==> src/rtl/cau_pkg.sv <==
// ----------------------------------------------------------------------------
// Complex arithmetic unit package
// Operation codes, default widths and the control word that travels
// alongside the data through the pipeline.
// ----------------------------------------------------------------------------
package cau_pkg;

  localparam int DEF_DATA_WIDTH = 32;
  localparam int DEF_FRAC_BITS = 16;

  localparam int OP_W = 3;

  localparam logic [OP_W-1:0] OP_ADD = 3'd0;
  localparam logic [OP_W-1:0] OP_SUB = 3'd1;
  localparam logic [OP_W-1:0] OP_MUL = 3'd2;
  localparam logic [OP_W-1:0] OP_DIV = 3'd3;
  localparam logic [OP_W-1:0] OP_CONJ = 3'd4;
  localparam logic [OP_W-1:0] OP_MAG = 3'd5;

  typedef struct packed {
    logic valid;
    logic [OP_W-1:0] op;
  } cau_ctrl_t;

endpackage

==> src/rtl/cau_back.sv <==
// ----------------------------------------------------------------------------
// Complex arithmetic unit back end
// Drops the extra fraction bits of products, saturates both parts and holds
// the result in the output register until the transaction completes.
// ----------------------------------------------------------------------------
module cau_back
  import cau_pkg::*;
#(
  parameter int DATA_WIDTH = DEF_DATA_WIDTH,
  parameter int FRAC_BITS = DEF_FRAC_BITS
) (
  input  logic clk,
  input  logic rst,
  input  logic en,
  input  cau_ctrl_t in_ctrl,
  input  logic signed [2*DATA_WIDTH+1:0] re_in,
  input  logic signed [2*DATA_WIDTH+1:0] im_in,
  input  logic [DATA_WIDTH:0] q_re,
  input  logic [DATA_WIDTH:0] q_im,
  input  logic big_re,
  input  logic big_im,
  input  logic neg_re,
  input  logic neg_im,
  input  logic den_zero,
  output logic valid,
  output logic signed [DATA_WIDTH-1:0] z_re,
  output logic signed [DATA_WIDTH-1:0] z_im,
  output logic overflow,
  output logic div_by_zero
);

  localparam int W = DATA_WIDTH;
  localparam int SW = 2 * W + 2;
  localparam int QW = W + 1;
  localparam logic signed [SW-1:0] MAXV = {{(SW-W+1){1'b0}}, {(W-1){1'b1}}};
  localparam logic signed [SW-1:0] MINV = {{(SW-W+1){1'b1}}, {(W-1){1'b0}}};
  localparam logic [QW-1:0] QMAX = {2'b00, {(W-1){1'b1}}};
  localparam logic [QW-1:0] QLIM = {2'b01, {(W-1){1'b0}}};

  function automatic logic [W:0] sat_fn(input logic signed [SW-1:0] v);
    if (v > MAXV) begin
      return {1'b1, MAXV[W-1:0]};
    end else if (v < MINV) begin
      return {1'b1, MINV[W-1:0]};
    end
    return {1'b0, v[W-1:0]};
  endfunction

  function automatic logic [W:0] quo_fn(input logic [QW-1:0] q, input logic big,
                                        input logic neg);
    logic [QW-1:0] nq;
    nq = ~q + QW'(1);
    if (!neg) begin
      if (big || q > QMAX) begin
        return {1'b1, MAXV[W-1:0]};
      end
      return {1'b0, q[W-1:0]};
    end
    if (big || q > QLIM) begin
      return {1'b1, MINV[W-1:0]};
    end
    return {1'b0, nq[W-1:0]};
  endfunction

  logic signed [SW-1:0] re_v, im_v;
  logic [W:0] re_s, im_s;
  logic [W-1:0] z_re_next, z_im_next;
  logic ovf_next, dz_next;

  always_comb begin
    re_v = re_in;
    im_v = im_in;
    if (in_ctrl.op == OP_MUL || in_ctrl.op == OP_MAG) begin
      re_v = re_in >>> FRAC_BITS;
      im_v = im_in >>> FRAC_BITS;
    end
    if (in_ctrl.op == OP_DIV) begin
      re_s = quo_fn(q_re, big_re, neg_re);
      im_s = quo_fn(q_im, big_im, neg_im);
    end else begin
      re_s = sat_fn(re_v);
      im_s = sat_fn(im_v);
    end
    z_re_next = re_s[W-1:0];
    z_im_next = im_s[W-1:0];
    ovf_next = re_s[W] | im_s[W];
    dz_next = 1'b0;
    if (in_ctrl.op == OP_DIV && den_zero) begin
      z_re_next = '0;
      z_im_next = '0;
      ovf_next = 1'b0;
      dz_next = 1'b1;
    end
  end

  always_ff @(posedge clk) begin
    if (rst) begin
      valid <= 1'b0;
    end else if (en) begin
      valid <= in_ctrl.valid;
    end
  end

  always_ff @(posedge clk) begin
    if (en) begin
      z_re <= z_re_next;
      z_im <= z_im_next;
      overflow <= ovf_next;
      div_by_zero <= dz_next;
    end
  end

endmodule
==> config.mk <==
export PLATFORM = sky130hd
export DESIGN_NAME = cau_back
export DESIGN_NICKNAME = d
export VERILOG_FILES = /design/src/rtl/cau_pkg.sv /design/src/rtl/cau_back.sv
export SDC_FILE = /design/constraint.sdc
export NUM_CORES = 1
export LEC_CHECK = 0
export ABC_AREA = 1
export BUFFER_PORTS_ARGS = -buffer_cell sky130_fd_sc_hd__buf_2
export CORE_UTILIZATION = 30
export DETAILED_ROUTE_END_ITERATION = 16
export MAX_ROUTING_LAYER = met4
export PLACE_DENSITY = 0.52
export SYNTH_ARGS = -nofsm -noshare
export SYNTH_HDL_FRONTEND = slang
export SYNTH_SLANG_ARGS = --single-unit
==> constraint.sdc <==
create_clock -name clk -period 2.6 [get_ports clk]
set_input_delay 0.26 -clock clk [delete_from_list [all_inputs] [get_ports clk]]
set_output_delay 0.26 -clock clk [all_outputs]
set_load 0.005 [all_outputs]
==> results by group, run 1 <==
Outcome
  – Status: complete, no violations

Route
  – Post-route DRC: 0
  – Antenna-violating nets left: 0
  – Post-DR vias/cell: 5.05
  – DR pass1 iterations: 5
  – WL/cell: 17.6 um
  – DR iter-0 viols: 728
  – Routed vias: 10264
  – Final wirelength: 35800 um

CTS
  – H-tree lvl count: 3
  – CTS Buf Count: 9
  – CTS tree: yes
  – Max clock buf depth: 2
  – Clock sink count: 67
  – CTS resizes: 0
  – CTS root buffer: clkbuf_16
  – Worst skew pair latency: 350 ps
  – Worst-path clk slew: 60 ps
  – # hold bufs at CTS: 0
  – Post-CTS setup buffer count: 0

Floorplanning
  – Die area: 0.0278 mm2
  – Rows: 59
  – Starting Density: 0.309
  – Die H: 167 um
  – Die Width: 167 um
  – IO Pins: 277
  – Core area: 0.0264 mm2

Placed design
  – Post-DP HPWL: 29200 um
  – Number of port buffers: 276
  – Gpl congestion: 0.963
  – Placed Area: 0.0100 mm2

Synthesis
  – YS warnings: 0
  – Post-synthesis average cell area: 5.70 um2
  – Synth area leaders: edfxtp_1 24%, nand2_1 21%, nand3_1 11%
  – Number of synthesized register bits: 67
  – Share of the synthesized area in the top cell type: 0.243
  – Seq/Total Area, Yosys: 0.246
  – Top-count cell post-synth: nand2_1
  – Post-synth ARST share: 0
  – Post-synthesis net count: 1645
  – Post-synth top area cell: edfxtp_1
  – Gate Count Post-Synth: 1431
  – Post-synth cell types: 35
  – EDFF count, synth: 66
  – Synth Flop Type: edfxtp_1
  – Most frequent cells after synthesis: 459 x nand2_1, 186 x nand3_1, 185 x nor2_1
  – Post-Synthesis Cell Area: 0.00815 mm2

STA
  – Final setup viols: 0
  – Setup Total Neg Slack: 0 ps
  – Relative max-transition margin: 0.568
  – Final hold vios: 0
  – Fin. max-slew vios: 0
  – Crit share post-route: 0.831
  – Post-route minimum period: 2160 ps
  – RSZ-0062 raised after global routing: no
  – Slew @ Worst Pin: 646 ps
  – Peak Freq: 463 MHz
  – Skew final: 0 ps

Setup path
  – Reg2reg start: valid
  – Worst path slowest cell: ha_1
  – FF-to-FF path depth: 2
  – Critical Path Source Type: primary input
  – Worst Setup End Kind: flip-flop
  – Top delay family on crit path: simple AND/OR/NAND/NOR gates
  – Critical Path Start: q_im[1]
  – Register-to-register path setup slack: 2020 ps
  – FF-to-FF End: valid
  – Critical Path Stages: 14
  – Slowest stage delay, CP: 230 ps
  – CP Cell Sequence: buf_2 -> inv_1 -> ha_1 -> nand3_1 -> nor2_1 -> buf_4 -> nand2_1 -> nor2_1 -> nand2_1 -> nor3_1 -> xor2_1 -> nor2_1 -> nor2_1 -> nor2_1
  – Crit path capture: z_im[20]
  – Critical path arrival: 2260 ps
  – Setup Crit Path Kind: primary input to flip-flop
  – Critical path required time: 2700 ps
  – Worst path buffer plus inverter count: 3
  – Most used cell, CP: nor2_1
  – CP Max Fanout: 5

Power
  – Leak Pwr: 5.28 nW
  – Power per cell area: 383 mW/mm2
  – Max IR drop VDD: 223 uV

Hold path
  – Hold Path Class: primary input to flip-flop

Flow run
  – Max-Cap Viols: 0

Global routing
  – GRT Overall Usage: 0.263
  – Initial antenna violation count: 2
  – Vias in the first global route: 9756
  – Largest net degree at the start of global routing: 56
  – Grt ovf: 0
  – Global-route wire length before repair: 54700 um

Cells and area
  – Register Area: 0.00200 mm2
  – Syn-to-layout area delta: 27.1%
  – Number of fill cells: 3047
  – Multi-input gate area: 0.00518 mm2
  – Final instance area: 0.0104 mm2
  – Nets: 1906
  – Share of post-route cells with drive strength above 1: 0.208
[registers in the layout (all words and copies together), names as in the netlist]
signal,count
valid,1
z_re,32
div_by_zero,1
overflow,1
z_im,32
[worst register-to-register path, cell delays in order, from the launching register on]
cell and delay, ps:
dfxtp_1 310, mux2i_1 120, nor2_1 50
[layer usage]
metal	up-vias	GRT usage	part of all wire
met3	58	0.0418	0.064
met4	0	0.0894	0.032
met1	4630	0.331	0.44
li1	5159	-	-
met2	417	0.426	0.46
met5	-	-	0
[kinds of logic after synthesis]
kind of cell | after synthesis | synth area share
and+or+nand+nor | 922 | 0.481
buffers and inverters | 234 | 0.119
AOI/OAI and AO/OA | 161 | 0.102
DFF | 67 | 0.246
xor gates and xnor gates | 41 | 0.0441
adders and majority gates | 4 | 0.00614
muxes | 2 | 0.00246
[final cells by class]
class,instances,area share
Tap cell,335,0.0405
Sequential cell,67,0.193
Timing Repair Buffer,321,0.177
Inverter,163,0.0591
Multi-Input combinational cell,1130,0.501
Clock buffer,9,0.0217
Clock inverter,7,0.00737
Antenna cell,2,0.000483
[cells in the final DEF (no fill, tap or decap), types with 30 or more instances in the layout]
master	netlist	routed
nor3_1	33	32
buf_4	13	36
buf_2	11	276
o21ai_0	116	116
edfxtp_1	66	66
nand2_1	459	459
nor2_1	185	184
nand4_1	30	30
xor2_1	38	38
inv_1	160	160
nand3_1	186	186
[where the power goes]
part           internal, W  switching (W)
registers          0.00132      0.0000448
clock network     0.000750       0.000553
logic             0.000479       0.000814
total              0.00255        0.00141
[through the flow]
stage          total power, W  worst slack [ps]   util  hold slack [ps]  instances
6_report              0.00396               439  0.393             58.6       2034
5_1_grt               0.00419               145  0.393             48.6       2034
4_1_cts               0.00398               439  0.393             50.2       2032
3_5_place_dp          0.00268              88.2  0.381              420       2016
3_3_place_gp          0.00268              75.0  0.381              419       2016
2_1_floorplan         0.00203               588      -              332       1431
[worst min-delay path by stage]
stage	from	endpoint	slack [ps]	cells past startpoint
floorplan	rst	valid	330	1
global placement	rst	valid	420	2
detailed placement	rst	valid	420	2
CTS	rst	valid	50	2
global route	rst	valid	50	2
finish	rst	valid	60	2
(Power assumes the default switching activity.)
==> run 2, diff against run 1 <==
PLACE_DENSITY = 0.54   (was 0.52)
clock period = 1.9 ns   (was 2.6 ns; I/O delays follow)
==> results by group, run 2 (synthesis results as in run 1) <==
Outcome
  – Status: finished, violations left
  – Violated checks: negative setup slack

Setup path
  – Critical path arrival: 2000 ps (-260 ps)
  – CP Cell Sequence: buf_8 -> inv_4 -> nand3_4 -> nand2_8 -> buf_4 -> clkbuf_16 -> nand2_1 -> nand2_1 -> nor2_2 -> nand3_1 -> nor2_1 -> nand3_1 -> nand2_2 -> buf_12 -> clkbuf_16 -> nand3_1 -> nand2_1 -> nor2_1
  – Slowest stage delay, CP: 160 ps (-70 ps)
  – Worst Setup End Kind: flip-flop
  – Register-to-register path setup slack: 1320 ps (-700 ps)
  – FF-to-FF path depth: 2 (unchanged)
  – Setup Crit Path Kind: primary input to flip-flop
  – Worst path buffer plus inverter count: 6 (+3)
  – Critical path required time: 1990 ps (-710 ps)
  – FF-to-FF End: valid
  – Critical Path Source Type: primary input
  – Worst path slowest cell: clkbuf_16
  – CP Max Fanout: 11 (+6)
  – Reg2reg start: valid
  – Top delay family on crit path: simple AND/OR/NAND/NOR gates

STA
  – Relative max-transition margin: 0.596 (+0.0274)
  – Peak Freq: 524 MHz
  – Setup ws final: -6.92 ps (-446 ps)
  – Fin. max-slew vios: 0 (unchanged)
  – Skew final: 0 ps (unchanged)
  – RSZ-0062 raised after global routing: yes
  – Final setup viols: 2 (+2)
  – Slew @ Worst Pin: 606 ps (-40.8 ps)
  – Final hold vios: 0 (unchanged)
  – Crit share post-route: 1.00
  – Post-route minimum period: 1910 ps
  – Setup Total Neg Slack: -12.4 ps (-12.4 ps)

CTS
  – H-tree lvl count: 3 (unchanged)
  – Clock sink count: 67 (unchanged)
  – CTS tree: yes
  – Worst skew pair latency: 350 ps (about the same)
  – CTS root buffer: clkbuf_16
  – CTS Buf Count: 9 (unchanged)
  – Max clock buf depth: 2 (unchanged)
  – Worst-path clk slew: 60 ps (about the same)

Floorplanning
  – Core area: 0.0264 mm2 (unchanged)
  – IO Pins: 277 (unchanged)
  – Die Width: 167 um (unchanged)
  – Die H: 167 um (unchanged)
  – Starting Density: 0.309 (unchanged)
  – Die area: 0.0278 mm2 (unchanged)
  – Rows: 59 (unchanged)

Route
  – Post-route DRC: 0 (unchanged)
  – Post-DR vias/cell: 5.03 (-0.24%)
  – DR iter-0 viols: 988 (+36%)
  – WL/cell: 17.9 um (+1.6%)
  – DR pass1 iterations: 5 (unchanged)
  – Final wirelength: 40700 um (+14%)
  – Routed vias: 11473 (+12%)
  – Antenna-violating nets left: 0 (unchanged)

Hold path
  – Hold Path Cell Cnt: 3 (+1)
  – Hold endpoint: valid
  – Hold Path Class: primary input to flip-flop
  – Hold wc startpoint: in_ctrl[3]

Placed design
  – Gpl congestion: 0.990 (+2.9%)
  – Pre-CTS setup slack: -412 ps (-500 ps)
  – Placed Area: 0.0117 mm2 (+16%)
  – Number of port buffers: 276 (unchanged)
  – Post-DP HPWL: 31800 um (+9.1%)

Cells and area
  – Most frequent cells in the layout: 416 x nand2_1, 274 x buf_2, 238 x buf_4
  – Share of post-route cells with drive strength above 1: 0.375 (+0.167)
  – Most common cell after layout, fill and taps aside: nand2_1
  – Final instance area: 0.0134 mm2 (+29%)
  – Syn-to-layout area delta: 64.2%
  – Nets: 2148 (+13%)
  – Top flop regs: z_im: 32 flops, z_re: 32 flops

Global routing
  – GRT Overall Usage: 0.280 (+0.0178)
  – Grt ovf: 0 (unchanged)
  – Initial antenna violation count: 3 (+1)
  – Global-route wire length before repair: 58700 um (+7.3%)
  – Vias in the first global route: 10816 (+11%)
  – Largest net degree at the start of global routing: 32 (-43%)

Power
  – Leak Pwr: 6.82 nW (+29%)
  – Total power: 0.00622 W (+57%)
  – Power per cell area: 465 mW/mm2 (+21%)
  – Max IR drop VDD: 426 uV (+91%)

Flow run
  – Max-Cap Viols: 0 (unchanged)
==> run 2: changes by cell type in the layout (fill, tap and decap cells not counted), sizes merged <==
cell	change
clkinvlp	-1
clkbuf	+13
dlygate4sd3	+1
inv	-2
diode	+3
bufinv	+1
clkinv	+1
buf	+229
==> run 2: final cells by class <==
type                       count  area (um2)
timing repair buffer         563        4130
clock buffer                  10         229
tap                          335         419
fill                        2759       13000
clock inverter                 6        90.1
sequential                    67        2000
multi-input combinational   1130        5880
antenna                        5        12.5
inverter                     163         627
==> run 2: timing repair <==
item / in CTS / in global routing
hold endpoints to repair: 1 / 0
resized for setup: 14 / 192
hold buffers: 1 / 0
buffers inserted: 7 / 12
pin swaps: 7 / 46
cloned: 3 / 15
endpoints found under the setup margin: 13 / 64
==> run 2: worst max-delay path by stage <==
stage / from / endpoint / depth (start not counted)
6_report: in_ctrl[2] / z_im[13] / 18
5_1_grt: in_ctrl[1] / z_im[20] / 19
2_1_floorplan: q_im[0] / z_im[14] / 15
3_3_place_gp: in_ctrl[0] / z_im[3] / 17
4_1_cts: in_ctrl[0] / z_re[5] / 12
3_5_place_dp: in_ctrl[0] / z_im[3] / 17
==> run 2: where the power goes <==
| group | internal [W] | total (W) | switching, W |
|---|---|---|---|
| clock | 0.00115 | 0.00185 | 0.000697 |
| sequential | 0.00181 | 0.00190 | 0.0000846 |
| combinational | 0.00112 | 0.00248 | 0.00136 |
| total | 0.00408 | 0.00622 | 0.00214 |
==> run 2: worst register-to-register path, delay by kind of cell (launching register included) <==
kind | cells | cell delay (ps)
and+or+nand+nor | 1 | 50
DFF | 1 | 310
muxes | 1 | 120
==> run 2: per-layer routing <==
metal	global-route usage	part of all wire
met1	0.343	0.43
met2	0.465	0.48
met3	0.0440	0.059
met4	0.101	0.032
met5	-	0
==> run 2: through the flow <==
step,utilization,hold slack (ps),instances
after detailed placement,0.444,352,2222
after global routing,0.508,81.0,2277
final,0.508,79.1,2279
after CTS,0.463,82.7,2249
after global placement,0.444,351,2222
after floorplan,-,262,1431
